==> src/sdau_pkg.sv <==
// Package of shared constants, types and digit helpers for the signed decimal arithmetic unit.
package sdau_pkg;
  localparam int Digits = 16;
  localparam int DigW = $clog2(Digits + 1);
  localparam int BusW = 64;

  localparam logic [2:0] OP_ADD = 3'd0;
  localparam logic [2:0] OP_SUB = 3'd1;
  localparam logic [2:0] OP_MUL = 3'd2;
  localparam logic [2:0] OP_DIV = 3'd3;
  localparam logic [2:0] OP_CMP = 3'd4;

  localparam logic [1:0] CMP_EQ = 2'd0;
  localparam logic [1:0] CMP_AGT = 2'd1;
  localparam logic [1:0] CMP_BGT = 2'd2;

  typedef enum logic [6:0] {
    ST_IDLE = 7'b0000001,
    ST_CMP  = 7'b0000010,
    ST_ADD  = 7'b0000100,
    ST_MUL  = 7'b0001000,
    ST_DIVS = 7'b0010000,
    ST_DIVQ = 7'b0100000,
    ST_DONE = 7'b1000000
  } state_t;

  typedef struct packed {
    logic       sub;
    logic [3:0] a;
    logic [3:0] b;
    logic       cin;
  } dig_op_t;

  typedef struct packed {
    logic [3:0] d;
    logic       cout;
  } dig_res_t;

  // Nonzero nibble above nine counts as zero.
  function automatic logic [3:0] clean(input logic [3:0] n);
    clean = (n > 4'd9) ? 4'd0 : n;
  endfunction
endpackage

==> src/sdau_digit_alu.sv <==
// One BCD digit adder/subtractor with carry or borrow.
module sdau_digit_alu (
  input  sdau_pkg::dig_op_t  op,
  output sdau_pkg::dig_res_t res
);
  logic [4:0] s;
  always_comb begin
    if (op.sub) begin
      s = {1'b0, op.a} - {1'b0, op.b} - {4'd0, op.cin};
      if (s[4]) begin
        res.d = 4'(s[3:0] + 4'd10);
        res.cout = 1'b1;
      end else begin
        res.d = s[3:0];
        res.cout = 1'b0;
      end
    end else begin
      s = {1'b0, op.a} + {1'b0, op.b} + {4'd0, op.cin};
      if (s > 5'd9) begin
        res.d = 4'(s - 5'd10);
        res.cout = 1'b1;
      end else begin
        res.d = s[3:0];
        res.cout = 1'b0;
      end
    end
  end
endmodule

==> src/signed_decimal_arithmetic_unit.sv <==
// Top level of the signed decimal arithmetic unit.
// The unit takes one transaction at a time: it is accepted when start is high
// and busy is low, and its result appears for exactly one cycle with done high.
// The receiver cannot stall the result. All arithmetic passes through one
// BCD digit adder that handles one digit per cycle, with operands rotating
// through digit shift registers. Every request starts with a magnitude compare
// pass, after which compare and the unused request codes finish, and add and
// subtract run a digit-serial add or subtract. Multiply then, per multiplier
// digit, adds the multiplicand digit-serially as many times as the digit's
// value and then shifts it up one digit. Divide then, per quotient digit,
// brings down a dividend digit and runs digit-serial trial subtractions
// (quotient digit plus one trials), as restoring repeated subtraction one
// quotient digit at a time. A zero divisor finishes right after the compare
// pass.
module signed_decimal_arithmetic_unit (
  input  logic        clk,
  input  logic        rst_n,
  input  logic        start,
  output logic        busy,
  input  logic [2:0]  in_req_type,
  input  logic [63:0] in_a_digits,
  input  logic        in_a_negative,
  input  logic [63:0] in_b_digits,
  input  logic        in_b_negative,
  output logic        done,
  output logic [63:0] out_result_digits,
  output logic        out_result_negative,
  output logic [1:0]  out_compare_result,
  output logic        out_divide_by_zero,
  output logic        out_overflow
);
  localparam int D = sdau_pkg::Digits;
  localparam int MW = 4 * D;
  localparam int DW = sdau_pkg::DigW;

  sdau_pkg::state_t state_r, state_nxt;

  // Operand and accumulator digit registers; rotation moves the low digit out.
  logic [MW-1:0] a_r, a_nxt, b_r, b_nxt, acc_r, acc_nxt, q_r, q_nxt;
  logic [MW+3:0] rem_r, rem_nxt;          // divide remainder with one spare digit
  logic [MW+3:0] tmp_r, tmp_nxt;          // trial difference
  logic [2:0]    op_r, op_nxt;
  logic          na_r, na_nxt, nb_r, nb_nxt;
  logic          carry_r, carry_nxt;
  logic [1:0]    mcmp_r, mcmp_nxt;       // magnitude compare, most significant wins
  logic [DW-1:0] cnt_r, cnt_nxt;
  logic [DW-1:0] dig_r, dig_nxt;         // outer digit counter
  logic [3:0]    rep_r, rep_nxt;         // repetitions left or quotient digit
  logic          ovf_r, ovf_nxt;
  logic          dz_r, dz_nxt;
  logic [MW-1:0] res_r, res_nxt;
  logic          rneg_r, rneg_nxt;
  logic [1:0]    rcmp_r, rcmp_nxt;
  logic          rdz_r, rdz_nxt, rovf_r, rovf_nxt, done_r, done_nxt;

  sdau_pkg::dig_op_t  alu_op;
  sdau_pkg::dig_res_t alu_res;
  sdau_digit_alu u_alu (.op(alu_op), .res(alu_res));

  logic [MW-1:0] ca, cb;
  always_comb begin
    for (int k = 0; k < D; k++) begin
      ca[4*k +: 4] = sdau_pkg::clean(in_a_digits[4*k +: 4]);
      cb[4*k +: 4] = sdau_pkg::clean(in_b_digits[4*k +: 4]);
    end
  end

  assign busy = !state_r[0];
  assign done = done_r;
  always_comb begin
    out_result_digits = '0;
    out_result_digits[MW-1:0] = res_r;
  end
  assign out_result_negative = rneg_r;
  assign out_compare_result = rcmp_r;
  assign out_divide_by_zero = rdz_r;
  assign out_overflow = rovf_r;

  logic a_zero, b_zero, big_a;
  assign a_zero = (a_r == '0);
  assign b_zero = (b_r == '0);
  assign big_a = (mcmp_r != sdau_pkg::CMP_BGT);

  always_comb begin
    state_nxt = state_r;
    a_nxt = a_r; b_nxt = b_r; acc_nxt = acc_r; q_nxt = q_r;
    rem_nxt = rem_r; tmp_nxt = tmp_r;
    op_nxt = op_r; na_nxt = na_r; nb_nxt = nb_r;
    carry_nxt = carry_r; mcmp_nxt = mcmp_r; cnt_nxt = cnt_r; dig_nxt = dig_r;
    rep_nxt = rep_r; ovf_nxt = ovf_r; dz_nxt = dz_r;
    res_nxt = res_r; rneg_nxt = rneg_r; rcmp_nxt = rcmp_r;
    rdz_nxt = rdz_r; rovf_nxt = rovf_r;
    done_nxt = 1'b0;
    alu_op = '0;

    case (state_r)
      sdau_pkg::ST_IDLE: begin
        if (start) begin
          a_nxt = ca; b_nxt = cb;
          op_nxt = in_req_type;
          na_nxt = in_a_negative; nb_nxt = in_b_negative;
          mcmp_nxt = sdau_pkg::CMP_EQ;
          cnt_nxt = '0; dig_nxt = '0; carry_nxt = 1'b0;
          acc_nxt = '0; q_nxt = '0; rem_nxt = '0;
          ovf_nxt = 1'b0; dz_nxt = 1'b0;
          state_nxt = sdau_pkg::ST_CMP;
        end
      end
      // Digit-serial magnitude compare; also normalizes signs on the first cycle.
      sdau_pkg::ST_CMP: begin
        if (cnt_r == '0) begin
          na_nxt = na_r && !a_zero;
          if (op_r == sdau_pkg::OP_SUB) nb_nxt = !nb_r && !b_zero;
          else nb_nxt = nb_r && !b_zero;
          if (op_r == sdau_pkg::OP_DIV && b_zero) dz_nxt = 1'b1;
        end
        if (a_r[3:0] > b_r[3:0]) mcmp_nxt = sdau_pkg::CMP_AGT;
        else if (a_r[3:0] < b_r[3:0]) mcmp_nxt = sdau_pkg::CMP_BGT;
        a_nxt = {a_r[3:0], a_r[MW-1:4]};
        b_nxt = {b_r[3:0], b_r[MW-1:4]};
        cnt_nxt = DW'(cnt_r + 1'b1);
        if (cnt_r == DW'(D - 1)) begin
          cnt_nxt = '0;
          case (op_r)
            sdau_pkg::OP_ADD, sdau_pkg::OP_SUB: state_nxt = sdau_pkg::ST_ADD;
            sdau_pkg::OP_MUL: begin
              // One rotation short of a full turn, the lowest multiplier
              // digit sits in the second nibble.
              rep_nxt = b_r[7:4];
              state_nxt = sdau_pkg::ST_MUL;
            end
            sdau_pkg::OP_DIV: begin
              if (dz_r || (op_r == sdau_pkg::OP_DIV && b_zero)) begin
                dz_nxt = 1'b1;
                state_nxt = sdau_pkg::ST_DONE;
              end else begin
                rem_nxt = '0;
                state_nxt = sdau_pkg::ST_DIVS;
              end
            end
            default: state_nxt = sdau_pkg::ST_DONE;
          endcase
        end
      end
      // Add or subtract one digit a cycle; larger magnitude is the minuend.
      sdau_pkg::ST_ADD: begin
        alu_op.sub = (na_r != nb_r);
        alu_op.a = (alu_op.sub && !big_a) ? b_r[3:0] : a_r[3:0];
        alu_op.b = (alu_op.sub && !big_a) ? a_r[3:0] : b_r[3:0];
        alu_op.cin = carry_r;
        carry_nxt = alu_res.cout;
        acc_nxt = {alu_res.d, acc_r[MW-1:4]};
        a_nxt = {a_r[3:0], a_r[MW-1:4]};
        b_nxt = {b_r[3:0], b_r[MW-1:4]};
        cnt_nxt = DW'(cnt_r + 1'b1);
        if (cnt_r == DW'(D - 1)) begin
          if (!alu_op.sub) ovf_nxt = alu_res.cout;
          state_nxt = sdau_pkg::ST_DONE;
        end
      end
      // Multiply: add the shifted multiplicand rep times per multiplier digit.
      // The multiplicand a_r rotates through one full pass per addition;
      // acc_r holds the product's low digits, ovf_r catches any lost digit.
      sdau_pkg::ST_MUL: begin
        if (rep_r == 4'd0) begin
          // Next multiplier digit: shift multiplicand up one digit.
          if (a_r[MW-1:MW-4] != 4'd0 && b_r[MW-1:4] != '0) ovf_nxt = 1'b1;
          a_nxt = {a_r[MW-5:0], 4'd0};
          b_nxt = {4'd0, b_r[MW-1:4]};
          rep_nxt = b_r[7:4];
          dig_nxt = DW'(dig_r + 1'b1);
          if (dig_r == DW'(D - 1)) state_nxt = sdau_pkg::ST_DONE;
        end else begin
          alu_op.sub = 1'b0;
          alu_op.a = acc_r[3:0];
          alu_op.b = a_r[3:0];
          alu_op.cin = carry_r;
          acc_nxt = {alu_res.d, acc_r[MW-1:4]};
          a_nxt = {a_r[3:0], a_r[MW-1:4]};
          carry_nxt = alu_res.cout;
          cnt_nxt = DW'(cnt_r + 1'b1);
          if (cnt_r == DW'(D - 1)) begin
            if (alu_res.cout) ovf_nxt = 1'b1;
            carry_nxt = 1'b0;
            cnt_nxt = '0;
            rep_nxt = rep_r - 4'd1;
          end
        end
      end
      // Divide: bring down the next dividend digit into the remainder.
      sdau_pkg::ST_DIVS: begin
        rem_nxt = {rem_r[MW-1:0], a_r[MW-1:MW-4]};
        a_nxt = {a_r[MW-5:0], 4'd0};
        rep_nxt = 4'd0;
        cnt_nxt = '0;
        carry_nxt = 1'b0;
        state_nxt = sdau_pkg::ST_DIVQ;
      end
      // Trial subtract remainder - divisor digit-serially; keep if no borrow.
      sdau_pkg::ST_DIVQ: begin
        alu_op.sub = 1'b1;
        alu_op.a = rem_r[3:0];
        alu_op.b = (cnt_r == DW'(D)) ? 4'd0 : b_r[3:0];
        alu_op.cin = carry_r;
        rem_nxt = {rem_r[3:0], rem_r[MW+3:4]};
        tmp_nxt = {alu_res.d, tmp_r[MW+3:4]};
        if (cnt_r != DW'(D)) b_nxt = {b_r[3:0], b_r[MW-1:4]};
        carry_nxt = alu_res.cout;
        cnt_nxt = DW'(cnt_r + 1'b1);
        if (cnt_r == DW'(D)) begin
          cnt_nxt = '0;
          carry_nxt = 1'b0;
          if (!alu_res.cout) begin
            rem_nxt = {alu_res.d, tmp_r[MW+3:4]};
            rep_nxt = rep_r + 4'd1;
          end else begin
            q_nxt = {q_r[MW-5:0], rep_r};
            dig_nxt = DW'(dig_r + 1'b1);
            if (dig_r == DW'(D - 1)) state_nxt = sdau_pkg::ST_DONE;
            else state_nxt = sdau_pkg::ST_DIVS;
          end
        end
      end
      sdau_pkg::ST_DONE: begin
        done_nxt = 1'b1;
        res_nxt = '0; rneg_nxt = 1'b0; rcmp_nxt = sdau_pkg::CMP_EQ;
        rdz_nxt = 1'b0; rovf_nxt = 1'b0;
        case (op_r)
          sdau_pkg::OP_ADD, sdau_pkg::OP_SUB: begin
            res_nxt = acc_r;
            rneg_nxt = (na_r == nb_r) ? na_r : (big_a ? na_r : nb_r);
            rovf_nxt = ovf_r;
          end
          sdau_pkg::OP_MUL: begin
            res_nxt = acc_r; rneg_nxt = na_r != nb_r; rovf_nxt = ovf_r;
          end
          sdau_pkg::OP_DIV: begin
            rdz_nxt = dz_r;
            if (!dz_r) begin
              res_nxt = q_r; rneg_nxt = na_r != nb_r;
            end
          end
          sdau_pkg::OP_CMP: begin
            if (na_r != nb_r) rcmp_nxt = na_r ? sdau_pkg::CMP_BGT : sdau_pkg::CMP_AGT;
            else if (mcmp_r == sdau_pkg::CMP_EQ) rcmp_nxt = sdau_pkg::CMP_EQ;
            else if ((mcmp_r == sdau_pkg::CMP_AGT) != na_r) rcmp_nxt = sdau_pkg::CMP_AGT;
            else rcmp_nxt = sdau_pkg::CMP_BGT;
          end
          default: ;
        endcase
        if (res_nxt == '0) rneg_nxt = 1'b0;
        state_nxt = sdau_pkg::ST_IDLE;
      end
      default: state_nxt = sdau_pkg::ST_IDLE;
    endcase
  end

  always_ff @(posedge clk) begin
    if (!rst_n) begin
      state_r <= sdau_pkg::ST_IDLE;
      done_r <= 1'b0;
    end else begin
      state_r <= state_nxt;
      done_r <= done_nxt;
    end
    a_r <= a_nxt; b_r <= b_nxt; acc_r <= acc_nxt; q_r <= q_nxt;
    rem_r <= rem_nxt; tmp_r <= tmp_nxt;
    op_r <= op_nxt; na_r <= na_nxt; nb_r <= nb_nxt;
    carry_r <= carry_nxt; mcmp_r <= mcmp_nxt; cnt_r <= cnt_nxt; dig_r <= dig_nxt;
    rep_r <= rep_nxt; ovf_r <= ovf_nxt; dz_r <= dz_nxt;
    res_r <= res_nxt; rneg_r <= rneg_nxt; rcmp_r <= rcmp_nxt;
    rdz_r <= rdz_nxt; rovf_r <= rovf_nxt;
  end
endmodule

==> config.mk <==
export PLATFORM = sky130hd
export DESIGN_NAME = signed_decimal_arithmetic_unit
export DESIGN_NICKNAME = d
export VERILOG_FILES = /design/src/sdau_pkg.sv /design/src/sdau_digit_alu.sv /design/src/signed_decimal_arithmetic_unit.sv
export SDC_FILE = /design/constraint.sdc
export NUM_CORES = 1
export LEC_CHECK = 0
export BUFFER_PORTS_ARGS = -buffer_cell sky130_fd_sc_hd__buf_2
export CAP_MARGIN = 10
export CORE_AREA = 2 2 282 284
export DETAILED_ROUTE_END_ITERATION = 12
export DIE_AREA = 0 0 284 286
export PLACE_DENSITY = 0.43
export SYNTH_ARGS = -nofsm -noshare
export SYNTH_HDL_FRONTEND = slang
export SYNTH_SLANG_ARGS = --single-unit
==> constraint.sdc <==
create_clock -name clk -period 25 [get_ports clk]
set_input_delay 1.25 -clock clk [delete_from_list [all_inputs] [get_ports clk]]
set_output_delay 1.25 -clock clk [all_outputs]
set_load 0.02 [all_outputs]
## After elaboration in Yosys (flattened, before gate mapping)

Cells that the tools add are included.

- Register bits: 493
- Bits in latches: 0
- Bits in writable memories: 0
- Bits in read-only memories: 0
- Bits of input ports: 136
- Output and inout port bits: 71
- Word-level logic and storage cells: 284
- Memories: 0

- $add $sub $neg: 10
- Multipliers: 0
- Divide/modulo/power cells: 0
- Order comparisons: 35
- Equality and inequality tests: 39
- Shifts and indexed selects: 0
- Mux-type cells: 128
- Bitwise logic cells: 0
- Reductions and logical operators: 49

Operator list:

| kind | count |
|---|---|
| 64-bit two-way mux | 11 |
| 64-bit case mux with 4 select lines | 2 |
| 68-bit two-way mux | 6 |
| 68-bit case mux with 4 select lines | 1 |
| 64-bit case mux with 2 select lines | 2 |
| 64-bit logical NOT | 3 |
| 64-bit case mux with 3 select lines | 1 |
| 4-bit two-way mux | 41 |
| 4-bit > comparator, second input constant | 32 |
| 7-bit two-way mux | 9 |
| 60-bit nonzero test | 1 |
| 5-bit two-way mux | 10 |
| 7-bit case mux with 6 select lines | 1 |
| 2-bit != test, second input constant | 16 |
| 10-bit case mux with 3 select lines | 1 |
| 5-bit case mux with 6 select lines | 1 |
| 1-bit two-way mux | 24 |
| 7-bit case mux with 3 select lines | 1 |
| 4-bit nonzero test | 5 |
| 4-bit case mux with 4 select lines | 1 |
| 5-bit case mux with 3 select lines | 1 |
| 3-bit AND reduction | 5 |
| 2-bit two-way mux | 7 |
| 7-bit AND reduction | 2 |
| 51 further kinds | 77 |

## Logic depth before layout (Yosys ltp)

Gate-level depths: netlist of run 1.

- Depth after elaboration: 14
- Depth in mapped cells: 19
- Gate-level depth less buffers: 17

## Modules after synthesis

From an unflattened synthesis of run 1, not the netlist that was laid out.

- Cells, all modules: 1948
- Area total of the unflattened synthesis: 23268.6 um^2

Modules (own cells, without submodules):

| module | times used | cells each | area each (um^2) | seq. area each (um^2) |
|---|---|---|---|---|
| signed_decimal_arithmetic_unit | 1 | 1876 | 22689.3 | 14604.0 |
| sdau_digit_alu | 1 | 72 | 579.3 | 0.0 |

## Worst setup path after synthesis of run 1

No wires, ideal clock.

- Kind: register -> register
- Start point: reg state_r[5]
- End point: reg q_r[0] (enable)
- Setup time: 0.507 ns
- Arrival time: 8.185 ns
- Data required time: 24.493 ns
- Setup slack: 16.308 ns
- Stages on the path, launching flop included: 16
- Buffers on the path: 3
- Period minus slack after synthesis: 8.692 ns
- Cells stage by stage: dfxtp_1 buf_4 nor3b_4 nand2_1 inv_2 buf_2 buf_1 a221oi_1 ha_1 inv_1 ha_1 a21boi_1 or3_1 a21oi_1 nor2_1 a21oi_1

- Word-level cells in the longest chain between the ends: 9
- Elaborated cells between the ends (all ways): 18
- Classes of those cells: add/sub: 4; order compare: 1; eq/ne: 7; mux: 4; reduce/logical: 2

Ends and longest elaborated chain:

| what | line | RTL |
|---|---|---|
| start, declared | signed_decimal_arithmetic_unit.sv:36 | `sdau_pkg::state_t state_r, state_nxt;` |
| start signal, assigned | signed_decimal_arithmetic_unit.sv:260 | `state_r <= sdau_pkg::ST_IDLE;` |
| start signal, assigned | signed_decimal_arithmetic_unit.sv:263 | `state_r <= state_nxt;` |
| 7-bit by 6-bit equality test with 1-bit output, or another cell as far along | signed_decimal_arithmetic_unit.sv:96 | `case (state_r)` |
| 10-bit case mux with 3 select lines | signed_decimal_arithmetic_unit.sv:96 |  |
| 4-bit by 4-bit adder with 5-bit output | sdau_digit_alu.sv:18 | `s = {1'b0, op.a} + {1'b0, op.b} + {4'd0, op.cin};` |
| 5-bit by 1-bit adder with 5-bit output | sdau_digit_alu.sv:18 |  |
| 5-bit by 4-bit > comparator with 1-bit output | sdau_digit_alu.sv:19 | `if (s > 5'd9) begin` |
| 5-bit two-way mux | sdau_digit_alu.sv:19 |  |
| 5-bit two-way mux | sdau_digit_alu.sv:8 | `if (op.sub) begin` |
| 2-bit != test (no line) | - |  |
| 4-bit AND reduction (no line) * | - |  |
| end signal, assigned | signed_decimal_arithmetic_unit.sv:266 | `a_r <= a_nxt; b_r <= b_nxt; acc_r <= acc_nxt; q_r <= q_nxt;` |
| end, declared | signed_decimal_arithmetic_unit.sv:39 | `logic [MW-1:0] a_r, a_nxt, b_r, b_nxt, acc_r, acc_nxt, q_r, q_nxt;` |

Mark *: on every way between the ends. The rest lies on a longest branch, timed or not.
A chain may end at the register's enable or synchronous reset.

## Final worst setup path of run 1

- Start point: reg state_r[5]
- End point: reg ovf_r (enable)

- Word-level cells in the longest chain between the ends: 9
- Elaborated cells between the ends (all ways): 21
- Classes of those cells: add/sub: 4; order compare: 1; eq/ne: 10; mux: 4; reduce/logical: 2

Ends and longest elaborated chain:

| what | line | RTL |
|---|---|---|
| 7-bit by 6-bit equality test with 1-bit output, or another cell as far along | signed_decimal_arithmetic_unit.sv:96 |  |
| 10-bit case mux with 3 select lines | signed_decimal_arithmetic_unit.sv:96 |  |
| 4-bit by 4-bit adder with 5-bit output | sdau_digit_alu.sv:18 |  |
| 5-bit by 1-bit adder with 5-bit output | sdau_digit_alu.sv:18 |  |
| 5-bit by 4-bit > comparator with 1-bit output | sdau_digit_alu.sv:19 |  |
| 5-bit two-way mux | sdau_digit_alu.sv:19 |  |
| 5-bit two-way mux | sdau_digit_alu.sv:8 |  |
| 3-bit != test (no line) | - |  |
| 7-bit AND reduction (no line) * | - |  |
| end signal, assigned | signed_decimal_arithmetic_unit.sv:270 | `rep_r <= rep_nxt; ovf_r <= ovf_nxt; dz_r <= dz_nxt;` |
| end, declared | signed_decimal_arithmetic_unit.sv:49 | `logic ovf_r, ovf_nxt;` |

Marked as above.

==> summary.md, run 1 <==
| Metric | Value |
|---|---|
| Pin count of the biggest net entering global routing | `121` |
| Relative slew margins | `23.9%` |
| Top cells by area, synth | `edfxtp_1 62%, nand2_1 3.5%, o21ai_0 3.4%` |
| Clock-pin slew on the worst setup and hold paths | `0.06 ns` |
| Maximum achievable frequency | `164 MHz` |
| Layer with the highest usage | `met2` |
| # IOs | `207` |
| Element type at the critical path end | `flop` |
| Detailed-route DRC error count | `0` |
| Minimum clock period | `6.10 ns` |
| Yosys reg bits | `489` |
| Initial antenna violation count | `4` |
| DR iter-0 viols | `1558` |
| FF-to-FF Start | `state_r[5]$_SDFFE_PN0P_` |
| WP data arrival | `6.43 ns` |
| Tot GR Track Use | `15.9%` |
| Seq/Total Area, Yosys | `62.6%` |
| Crit-path max FO | `68` |
| Core ar. | `78400 sq um` |
| Syn_nets | `2179` |
| Top post-synthesis cells by count | `481 x edfxtp_1, 215 x nand2_1, 160 x o21ai_0` |
| Critical path class | `flop to flop` |
| Vias/cell | `5.15` |
| RSZ-0062 raised after global routing | `no` |
| Post-route setup TNS | `0 ns` |
| WHS | `0.451 ns` |
| VDD IR-drop max | `0.0628 mV` |
| Leak | `9.74 nW` |
| Hold Violations, Final | `0` |
| Gr ovfl total | `0` |
| Root buf cell | `clkbuf_16` |
| DR WL/cell | `20.3 um` |
| Worst Tran Pin Value | `1.14 ns` |
| Clock skew | `0.0499 ns` |
| Unique cell type count in the Yosys netlist | `78` |
| Worst R2R Path Depth | `16` |
| Vias in the first global route | `17000` |
| Yosys warning total | `0` |
| Final Non-Filler Cells | `3263` |
| Share of cells above drive strength 1 | `15.4%` |
| H-tree depth | `2` |
| Num CTS Buffers | `58` |
| Final Cycle Share | `24.4%` |
| Req. time, crit path | `25.33 ns` |
| TritonCTS clock tree | `yes` |
| Final #Nets | `2329` |
| GR Util met1 | `22.4%` |
| Outcome | `finished clean` |
| MaxCap Viol Count | `0` |
| Dpl cell area | `25300 sq um` |
| Global placement routability congestion | `0.849` |
| Setup ws final | `18.90 ns` |
| Cell with the most instances after synthesis | `edfxtp_1` |
| Area share of the largest cell type after synthesis | `61.9%` |
| Critical Path Start | `state_r[5]$_SDFFE_PN0P_` |
| Chip width | `284 um` |
| Critical Path End | `ovf_r$_DFFE_PP_` |
| Worst hold path class | `flop to flop` |
| Fin util | `34.5%` |
| Total power | `2.71 mW` |
| Post-CTS setup buffers | `0` |
| Fin area | `27100 sq um` |
| R2r setup slk | `18.90 ns` |
| Pwr Density | `100 nW/um^2` |
| Initial DRT Pass Iterations | `6` |
| Critical path launch point type | `flop` |
| Finish-stage setup viols | `0` |
| Post-Syn Area | `23300 sq um` |
| FP Rows | `103` |
| Pre-CTS setup slack | `18.84 ns` |
| Routed WL | `66.1 mm` |
| Layout area overhead | `16.0%` |
| DP HPWL | `43.4 mm` |
| Die area | `81200 sq um` |
| Share of synthesized flip-flops with an asynchronous set or reset | `0%` |
| Clock tree buffer depth | `3` |
| Detail Route Antenna Nets | `0` |
| CTS sink cnt | `489` |
| Slew Viols, Final | `0` |
| Cells after Synth | `2018` |
| Chip Height | `286 um` |
| First-pass GRT wire length | `102 mm` |
| Placed insts | `3158` |
| Worst r2r dst | `ovf_r$_DFFE_PP_` |
| CTS Hold Bufs | `0` |
| # resized after CTS | `0` |
| Port Buffers | `206` |
| Post-synth EDFFs | `481` |
| Initial core utilization | `29.8%` |
| Largest area contributor in the netlist | `edfxtp_1` |
| Avg Cell Area, Syn | `11.6 sq um` |
| DR vias | `16800` |
| Met2 usage | `25.3%` |
| Worst-skew pair later-pin latency | `0.65 ns` |
| Ys flop type | `edfxtp_1` |
| GRT met3 Usage | `2.58%` |
[state kept, by name, indices dropped and copies added, names as in the netlist]
| name | flops |
|---|---|
| rem_r | 68 |
| a_r | 64 |
| acc_r | 64 |
| b_r | 64 |
| out_result_digits | 64 |
| q_r | 64 |
| tmp_r | 64 |
| state_r | 7 |
| cnt_r | 5 |
| dig_r | 5 |
| rep_r | 4 |
| op_r | 3 |
| mcmp_r | 2 |
| out_compare_result | 2 |
| carry_r | 1 |
| done | 1 |
| dz_r | 1 |
| na_r | 1 |
| nb_r | 1 |
| out_divide_by_zero | 1 |
| out_overflow | 1 |
| out_result_negative | 1 |
| ovf_r | 1 |
[cell usage in the layout, fill, tap and decap left out, drive strengths merged, types with 8 or more instances in the layout]
master  Yosys  final
nand3      25     25
a221o      17     17
nor2b      11     11
a222oi     31     31
a41oi      15     15
xnor2       8      8
nor3b      45     45
a22oi      20     20
nor3       76     76
and2       68     68
edfxtp    481    481
and3       68     68
nor4b      13     13
and4b      24     24
o21ai     188    188
nor2      149    149
a221oi      8      8
clkinv      0     28
nand2b     37     37
inv        57     57
ha         21     21
buf        61    227
clkbuf     76     73
nand2     216    216
dfxtp       8      8
nand4       9      9
a21oi     152    152
nor4       43     43
[cells by family after synthesis]
kind of cell | synth area share [%]
xor+xnor | 0.660
compound gates | 13.0
buf+inv | 3.57
fa+ha+maj | 1.47
flops | 62.6
mux | 0.215
simple gates | 18.5
[power by group]
part	switching, mW	internal (mW)
sequential	0.186	1.23
combinational	0.376	0.142
clock	0.346	0.436
[worst min-delay path by stage]
stage	to	slack, ns	depth (start not counted)	from
after global placement	tmp_r[52]$_DFFE_PN_	0.43	0	tmp_r[56]$_DFFE_PN_
final	tmp_r[24]$_DFFE_PN_	0.45	0	tmp_r[28]$_DFFE_PN_
after floorplan	tmp_r[10]$_DFFE_PN_	0.43	0	tmp_r[14]$_DFFE_PN_
after global routing	tmp_r[58]$_DFFE_PN_	0.46	0	tmp_r[62]$_DFFE_PN_
after detailed placement	tmp_r[58]$_DFFE_PN_	0.43	0	tmp_r[62]$_DFFE_PN_
after CTS	tmp_r[58]$_DFFE_PN_	0.45	0	tmp_r[62]$_DFFE_PN_
[per-layer routing]
metal | vias up | part of all wire [%] | wire (um)
li1 | 7906 | - | -
met1 | 8323 | 47 | 31000
met2 | 464 | 46 | 30400
met3 | 101 | 4.9 | 3240
met4 | 2 | 2.2 | 1470
met5 | - | 0.018 | 12
[critical path, stage by stage (launching register included)]
cell and delay [ns]:
dfxtp_1 0.61, nor3b_4 0.25, buf_4 0.53, nand2_1 0.55, inv_4 0.63, a32oi_1 0.10
o21ai_0 0.22, fa_1 0.32, inv_1 0.07, fa_1 0.44, xnor2_1 0.20, a221oi_1 0.37
nand2_1 0.18, a32oi_4 0.19, buf_4 0.71, o21ai_1 0.14, a221oi_2 0.28
[area by class of cell]
type	instances	area (sq um)
diodes	2	5.00
clock buffers	73	1510
clock inverters	30	224
fillers	7979	51300
inverters	57	216
multi-input cells	1335	8000
flip-flops and latches	489	14600
well taps	1050	1310
repair buffers	227	1190
(Power assumes the default switching activity.)
==> run 2, diff against run 1 <==
- PLACE_DENSITY: 0.43 -> 0.44
- clock period: 25 -> 4.95 ns (I/O delays scaled with it)
==> run 2 against run 1 <==
Effect of this change:
- combinational power rose to 5.3 times the previous value
- flip-flop and latch count unchanged
- final cell count up 3.2%
- die area unchanged
- first-iteration DRC count down 7.6%
- highest routed layer unchanged
- sequential power rose to 5.0 times the previous value
- critical path depth down 2
- sequential share of layout area down 2.2 points
- setup slack worse by 18 ns
- core utilization up 1.5 points
- critical path type unchanged
- via count up 2.7%
==> summary.md, run 2 (synthesized netlist as in run 1, its figures left out) <==
| Metric | Value |
|---|---|
| Root buf cell | `clkbuf_16` |
| Global placement routability congestion | `0.810 (-4.7%)` |
| WHS | `0.0303 ns (-0.421 ns)` |
| Initial core utilization | `29.8% (unchanged)` |
| Element type at the critical path end | `flop` |
| Number of flip-flops in the largest register | `68 (unchanged)` |
| Die area | `81200 sq um (unchanged)` |
| # IOs | `207 (unchanged)` |
| Most frequent cells in the layout | `481 x edfxtp_1, 213 x nand2_1, 206 x buf_2` |
| DR vias | `17200 (+2.7%)` |
| Worst-skew pair later-pin latency | `0.64 ns (about the same)` |
| Detail Route Antenna Nets | `0 (unchanged)` |
| GR Util met1 | `23.1% (+0.69 points)` |
| Layout area overhead | `21.0%` |
| First-pass GRT wire length | `104 mm (+2.3%)` |
| Diode count | `0 (-2)` |
| FP Rows | `103 (unchanged)` |
| DP HPWL | `44.1 mm (+1.6%)` |
| Finish-stage setup viols | `0 (unchanged)` |
| Routed WL | `67.5 mm (+2.2%)` |
| Met2 usage | `26.2% (+0.83 points)` |
| Commonest non-fill, non-tap cell in the layout | `edfxtp_1` |
| Total power | `14.0 mW (+420%)` |
| Final Cycle Share | `91.2% (+67 points)` |
| Vias in the first global route | `17300 (+2.1%)` |
| Buf/Inv on CP | `3 (-1)` |
| Clock tree buffer depth | `3 (unchanged)` |
| Initial DRT Pass Iterations | `6 (unchanged)` |
| Maximum achievable frequency | `222 MHz (+35%)` |
| Crit-path max FO | `23 (-66%)` |
| Clock skew | `0.0574 ns (+0.00743 ns)` |
| Initial antenna violation count | `2 (-2)` |
| Num CTS Buffers | `57 (-1.7%)` |
| MaxCap Viol Count | `0 (unchanged)` |
| Worst Tran Pin Value | `1.15 ns (+0.0103 ns)` |
| Slew Viols, Final | `0 (unchanged)` |
| CTS sink cnt | `489 (unchanged)` |
| Vias/cell | `5.12 (-0.54%)` |
| Pin count of the biggest net entering global routing | `91 (-25%)` |
| VDD IR-drop max | `0.469 mV (+650%)` |
| Clock-pin slew on the worst setup and hold paths | `0.06 ns (about the same)` |
| Core ar. | `78400 sq um (unchanged)` |
| Port Buffers | `206 (unchanged)` |
| CP cell instances | `nor2_1, and3_1, o21ai_1, a22oi_2, inv_1, fa_1, inv_1, fa_1, a221oi_1, nand2_1, a32oi_4, buf_4, nor3_1, o21ai_0` |
| RSZ-0062 raised after global routing | `no` |
| Gr ovfl total | `0 (unchanged)` |
| Final #Nets | `2432 (+4.4%)` |
| Relative slew margins | `23.0% (-0.87 points)` |
| CP peak stage delay | `0.51 ns (-0.20 ns)` |
| Share of cells above drive strength 1 | `16.0% (+0.58 points)` |
| GRT met3 Usage | `2.56% (-0.016 points)` |
| Hold Violations, Final | `0 (unchanged)` |
| Critical path launch point type | `flop` |
| Tot GR Track Use | `16.3% (+0.36 points)` |
| Chip width | `284 um (unchanged)` |
| Outcome | `finished clean` |
| CP top delay family | `compound AO/OA/AOI/OAI gates` |
| DR WL/cell | `20.0 um (-1.0%)` |
| Largest register by flop count | `rem_r` |
| Minimum clock period | `4.51 ns (-1.59 ns)` |
| DR iter-0 viols | `1440 (-7.6%)` |
| Pwr Density | `497 nW/um^2 (+400%)` |
| Detailed-route DRC error count | `0 (unchanged)` |
| Slowest CP cell | `fa_1` |
| Leak | `10.3 nW (+5.3%)` |
| Chip Height | `286 um (unchanged)` |
| TritonCTS clock tree | `yes` |
| H-tree depth | `2 (unchanged)` |
| Layer with the highest usage | `met2` |
| Critical path class | `flop to flop` |
| Post-route setup TNS | `0 ns (unchanged)` |
| WP data arrival | `4.98 ns (-1.45 ns)` |
| Req. time, crit path | `5.41 ns (-19.92 ns)` |
| Worst hold path class | `input pin to flop` |
[run 2: cell count changes in the layout (fill, tap and decap cells not counted), sizes merged, moves of 4 or more]
cell         previous run  this run
buf                   227       244
bufinv                  1         5
clkbuf                 73        68
dlygate4sd3             0        87
[run 2: path summary, 6_finish.rpt]
kind	slack, ns	from	depth (start not counted)	end
max	0.44	cnt_r[2]$_DFFE_PP_	14	rem_r[15]$_DFFE_PP_
min	0.03	in_b_digits[60]	3	b_r[60]$_DFFE_PP_
max reg2reg	0.44	cnt_r[2]$_DFFE_PP_	14	rem_r[15]$_DFFE_PP_
min reg2reg	0.45	tmp_r[58]$_DFFE_PN_	0	tmp_r[54]$_DFFE_PN_
[run 2: area by class of cell]
cell class	instances	area, sq um
multi-input combinational	1335	8010
clock buffer	68	1470
sequential	489	14600
fill	7839	50100
tap	1050	1310
inverter	57	216
timing repair buffer	331	2240
clock inverter	38	369
[run 2: repair_timing]
| action | in CTS | in global routing |
|---|---|---|
| endpoints found under the hold margin | 94 | 0 |
| hold buffers | 87 | 0 |
| setup buffers | 0 | 2 |
| resized for setup | 0 | 10 |
| setup endpoints to repair | 0 | 72 |
[run 2: power breakdown]
group	switching, mW	internal, mW
Combinational	1.96	0.805
Clock	1.78	2.39
Sequential	0.924	6.18
Total	4.66	9.37
[run 2: worst min-delay path, delay by kind of cell]
family,cells,cell delay (ns)
buf+inv,1,0.10
compound gates,1,0.11
simple gates,1,0.07
[run 2: through the flow]
step                      util [%]  setup WS (ns)  instance area, sq um  instances
after CTS                     36.0         0.0869                 28200       3366
final                         36.0          0.435                 28200       3368
after global placement        32.5          0.186                 25500       3173
after global routing          36.0         0.0367                 28200       3368
after floorplan                  -        0.00519                 23400       2018
after detailed placement      32.5          0.104                 25500       3173
[run 2: per-layer routing]
metal | routed length [um] | part of all wire, %
met3 | 3260 | 4.8
met1 | 32000 | 47
met5 | 26 | 0.039
met4 | 1260 | 1.9
met2 | 31000 | 46
==> run 3, diff against run 2 <==
- ABC_AREA: not set -> 1
- ABC_CLOCK_PERIOD_IN_PS: not set -> 4950
- CORE_AREA: 2 2 282 284 -> 2 2 281 283
- DIE_AREA: 0 0 284 286 -> 0 0 283 285
==> run 3 against run 2 <==
Effect of this change:
- sequential share of layout area down 0.052 points
- core utilization rose by 0.20 points
- register-to-register slack gained 0.08 ns
- combinational power grew 53%
- critical path type unchanged
==> summary.md, run 3 <==
| Metric | Value |
|---|---|
| Post-Syn Area | `23100 sq um (-0.84%)` |
| Detailed-route DRC error count | `0 (unchanged)` |
| Chip width | `283 um (-0.35%)` |
| Critical path class | `flop to flop` |
| Seq/Total Area, Yosys | `63.1% (+0.53 points)` |
| Yosys reg bits | `489 (unchanged)` |
| WP data arrival | `4.71 ns (-0.27 ns)` |
| Share of cells above drive strength 1 | `18.1% (+2.1 points)` |
| Vias in the first global route | `17400 (+0.37%)` |
| Num CTS Buffers | `56 (-1.8%)` |
| # IOs | `207 (unchanged)` |
| RSZ-0062 raised after global routing | `no` |
| Number of flip-flops in the largest register | `68 (unchanged)` |
| Worst Tran Pin Value | `1.11 ns (-0.0398 ns)` |
| H-tree depth | `2 (unchanged)` |
| Top cells by area, synth | `edfxtp_1 62%, inv_1 5.7%, nor2_1 4.2%` |
| Element type at the critical path end | `flop` |
| Commonest non-fill, non-tap cell in the layout | `edfxtp_1` |
| Top post-synthesis cells by count | `481 x edfxtp_1, 353 x inv_1, 260 x nor2_1` |
| Pwr Density | `542 nW/um^2 (+9.1%)` |
| TritonCTS clock tree | `yes` |
| Detail Route Antenna Nets | `0 (unchanged)` |
| Diode count | `0 (unchanged)` |
| Root buf cell | `clkbuf_16` |
| Leak | `11.0 nW (+7.7%)` |
| Clock skew | `0.0380 ns (-0.0193 ns)` |
| Slew Viols, Final | `0 (unchanged)` |
| Tot GR Track Use | `14.6% (-1.6 points)` |
| Syn_nets | `2305 (+5.8%)` |
| Total power | `15.3 mW (+9.1%)` |
| Final Cycle Share | `89.7% (-1.5 points)` |
| Chip Height | `285 um (-0.35%)` |
| Met2 usage | `24.0% (-2.2 points)` |
| Global placement routability congestion | `0.829 (+2.3%)` |
| GRT met3 Usage | `2.40% (-0.16 points)` |
| Initial antenna violation count | `1 (-1)` |
| Vias/cell | `4.73 (-7.5%)` |
| Critical path launch point type | `flop` |
| # resized after CTS | `0 (unchanged)` |
| Crit-path max FO | `64 (+180%)` |
| Area share of the largest cell type after synthesis | `62.5% (+0.53 points)` |
| First-pass GRT wire length | `94.9 mm (-9.1%)` |
| Largest area contributor in the netlist | `edfxtp_1` |
| Yosys warning total | `0 (unchanged)` |
| Post-route setup TNS | `0 ns (unchanged)` |
| Routed WL | `59.9 mm (-11%)` |
| CTS sink cnt | `489 (unchanged)` |
| Hold Violations, Final | `0 (unchanged)` |
| Most frequent cells in the layout | `481 x edfxtp_1, 353 x inv_1, 256 x nor2_1` |
| Post-CTS setup buffers | `0 (unchanged)` |
| Finish-stage setup viols | `0 (unchanged)` |
| Initial DRT Pass Iterations | `5 (-1)` |
| Final #Nets | `2627 (+8.0%)` |
| Core ar. | `78000 sq um (-0.49%)` |
| DR WL/cell | `16.8 um (-16%)` |
| DR vias | `16800 (-2.3%)` |
| Ys flop type | `edfxtp_1` |
| Clock-pin slew on the worst setup and hold paths | `0.06 ns (about the same)` |
| MaxCap Viol Count | `0 (unchanged)` |
| Pin count of the biggest net entering global routing | `70 (-23%)` |
| Cells after Synth | `2144 (+6.2%)` |
| Gr ovfl total | `0 (unchanged)` |
| Minimum clock period | `4.44 ns (-0.0751 ns)` |
| Die area | `80700 sq um (-0.70%)` |
| Worst hold path class | `input pin to flop` |
| Avg Cell Area, Syn | `10.8 sq um (-6.7%)` |
| Relative slew margins | `25.9% (+2.8 points)` |
| Req. time, crit path | `5.22 ns (-0.19 ns)` |
| Cell with the most instances after synthesis | `edfxtp_1` |
| GR Util met1 | `20.0% (-3.1 points)` |
| FP Rows | `103 (unchanged)` |
| Port Buffers | `206 (unchanged)` |
| VDD IR-drop max | `0.433 mV (-7.7%)` |
| Unique cell type count in the Yosys netlist | `52 (-33%)` |
| CTS Hold Bufs | `117 (+34%)` |
| DR iter-0 viols | `1166 (-19%)` |
| Maximum achievable frequency | `225 MHz (+1.7%)` |
| Post-synth EDFFs | `481 (unchanged)` |
| Worst-skew pair later-pin latency | `0.62 ns (-0.02 ns)` |
| Initial core utilization | `29.7% (-0.10 points)` |
| DP HPWL | `40.6 mm (-7.9%)` |
| Largest register by flop count | `rem_r` |
| Share of synthesized flip-flops with an asynchronous set or reset | `0% (unchanged)` |
| Layout area overhead | `22.1%` |
| Clock tree buffer depth | `3 (unchanged)` |
| Outcome | `finished clean` |
| Layer with the highest usage | `met2` |
[run 3: changes by cell type in the layout (fill, tap and decap cells not counted), moves of 62 or more]
cell / before / now
a21oi_1: 151 / 17
and2_1: 68 / 1
and3_1: 67 / 1
inv_1: 56 / 353
nand3_1: 24 / 129
nor2_1: 147 / 256
o221ai_1: 0 / 62
[run 3: worst max-delay path, stage by stage (launching register included)]
cell and delay [ns]:
edfxtp_1 0.41, inv_1 0.17, ha_1 0.23, nand2_1 0.10, nand2_1 0.24, inv_1 0.16, a221o_1 0.40, fa_1 0.43
inv_1 0.09, fa_1 0.48, nand2_2 0.12, nand3_2 0.10, nand2_2 0.11, nand2_2 0.08, nand2_4 0.09, inv_1 0.10
nand2_1 0.13, nand2_1 0.15, nor2_4 0.14, buf_12 0.31
[run 3: cell families after synthesis]
kind of cell / synth area share (%)
xor gates and xnor gates: 0.227
AOI/OAI and AO/OA: 11.4
buffers and inverters: 8.04
and+or+nand+nor: 15.7
DFF: 63.1
adders and majority gates: 1.48
[run 3: worst paths after layout]
path,from,cells past startpoint,endpoint,slack [ns]
max,rep_r[0]$_DFFE_PP_,19,q_r[50]$_SDFFCE_PP0P_,0.51
min reg2reg,tmp_r[61]$_DFFE_PN_,0,tmp_r[57]$_DFFE_PN_,0.46
max reg2reg,rep_r[0]$_DFFE_PP_,19,q_r[50]$_SDFFCE_PP0P_,0.51
min,in_b_digits[7],3,b_r[7]$_DFFE_PP_,0.05
[run 3: where the power goes]
group          switching [mW]  internal, mW  total (mW)
Clock                    1.70          2.19        3.89
Sequential              0.546          6.66        7.20
Combinational            3.18          1.05        4.23
Total                    5.42          9.89        15.3
[run 3: area by class of cell]
class	instances	area (sq um)
clock buffers	73	1470
clock inverters	27	228
fillers	7756	49700
inverters	365	1370
multi-input cells	1201	6760
flip-flops and latches	489	14600
well taps	1050	1310
repair buffers	353	2500
[run 3: per-layer routing]
metal / wire length [um] / up-vias
li1: - / 8075
met1: 27600 / 8212
met2: 27800 / 462
met3: 3190 / 91
met4: 1360 / 2
met5: 13 / -
[run 3: through the flow]
step | hold WS, ns | setup WS (ns) | instances | area [sq um] | utilization [%]
after global routing | 0.0436 | 0.0908 | 3558 | 28200 | 36.2
after detailed placement | 0.438 | 0.524 | 3341 | 25400 | 32.5
after global placement | 0.435 | 0.631 | 3341 | 25400 | 32.5
after floorplan | 0.332 | 0.452 | 2144 | 23100 | -
after CTS | 0.000800 | 0.520 | 3558 | 28200 | 36.2
final | 0.0488 | 0.511 | 3558 | 28200 | 36.2
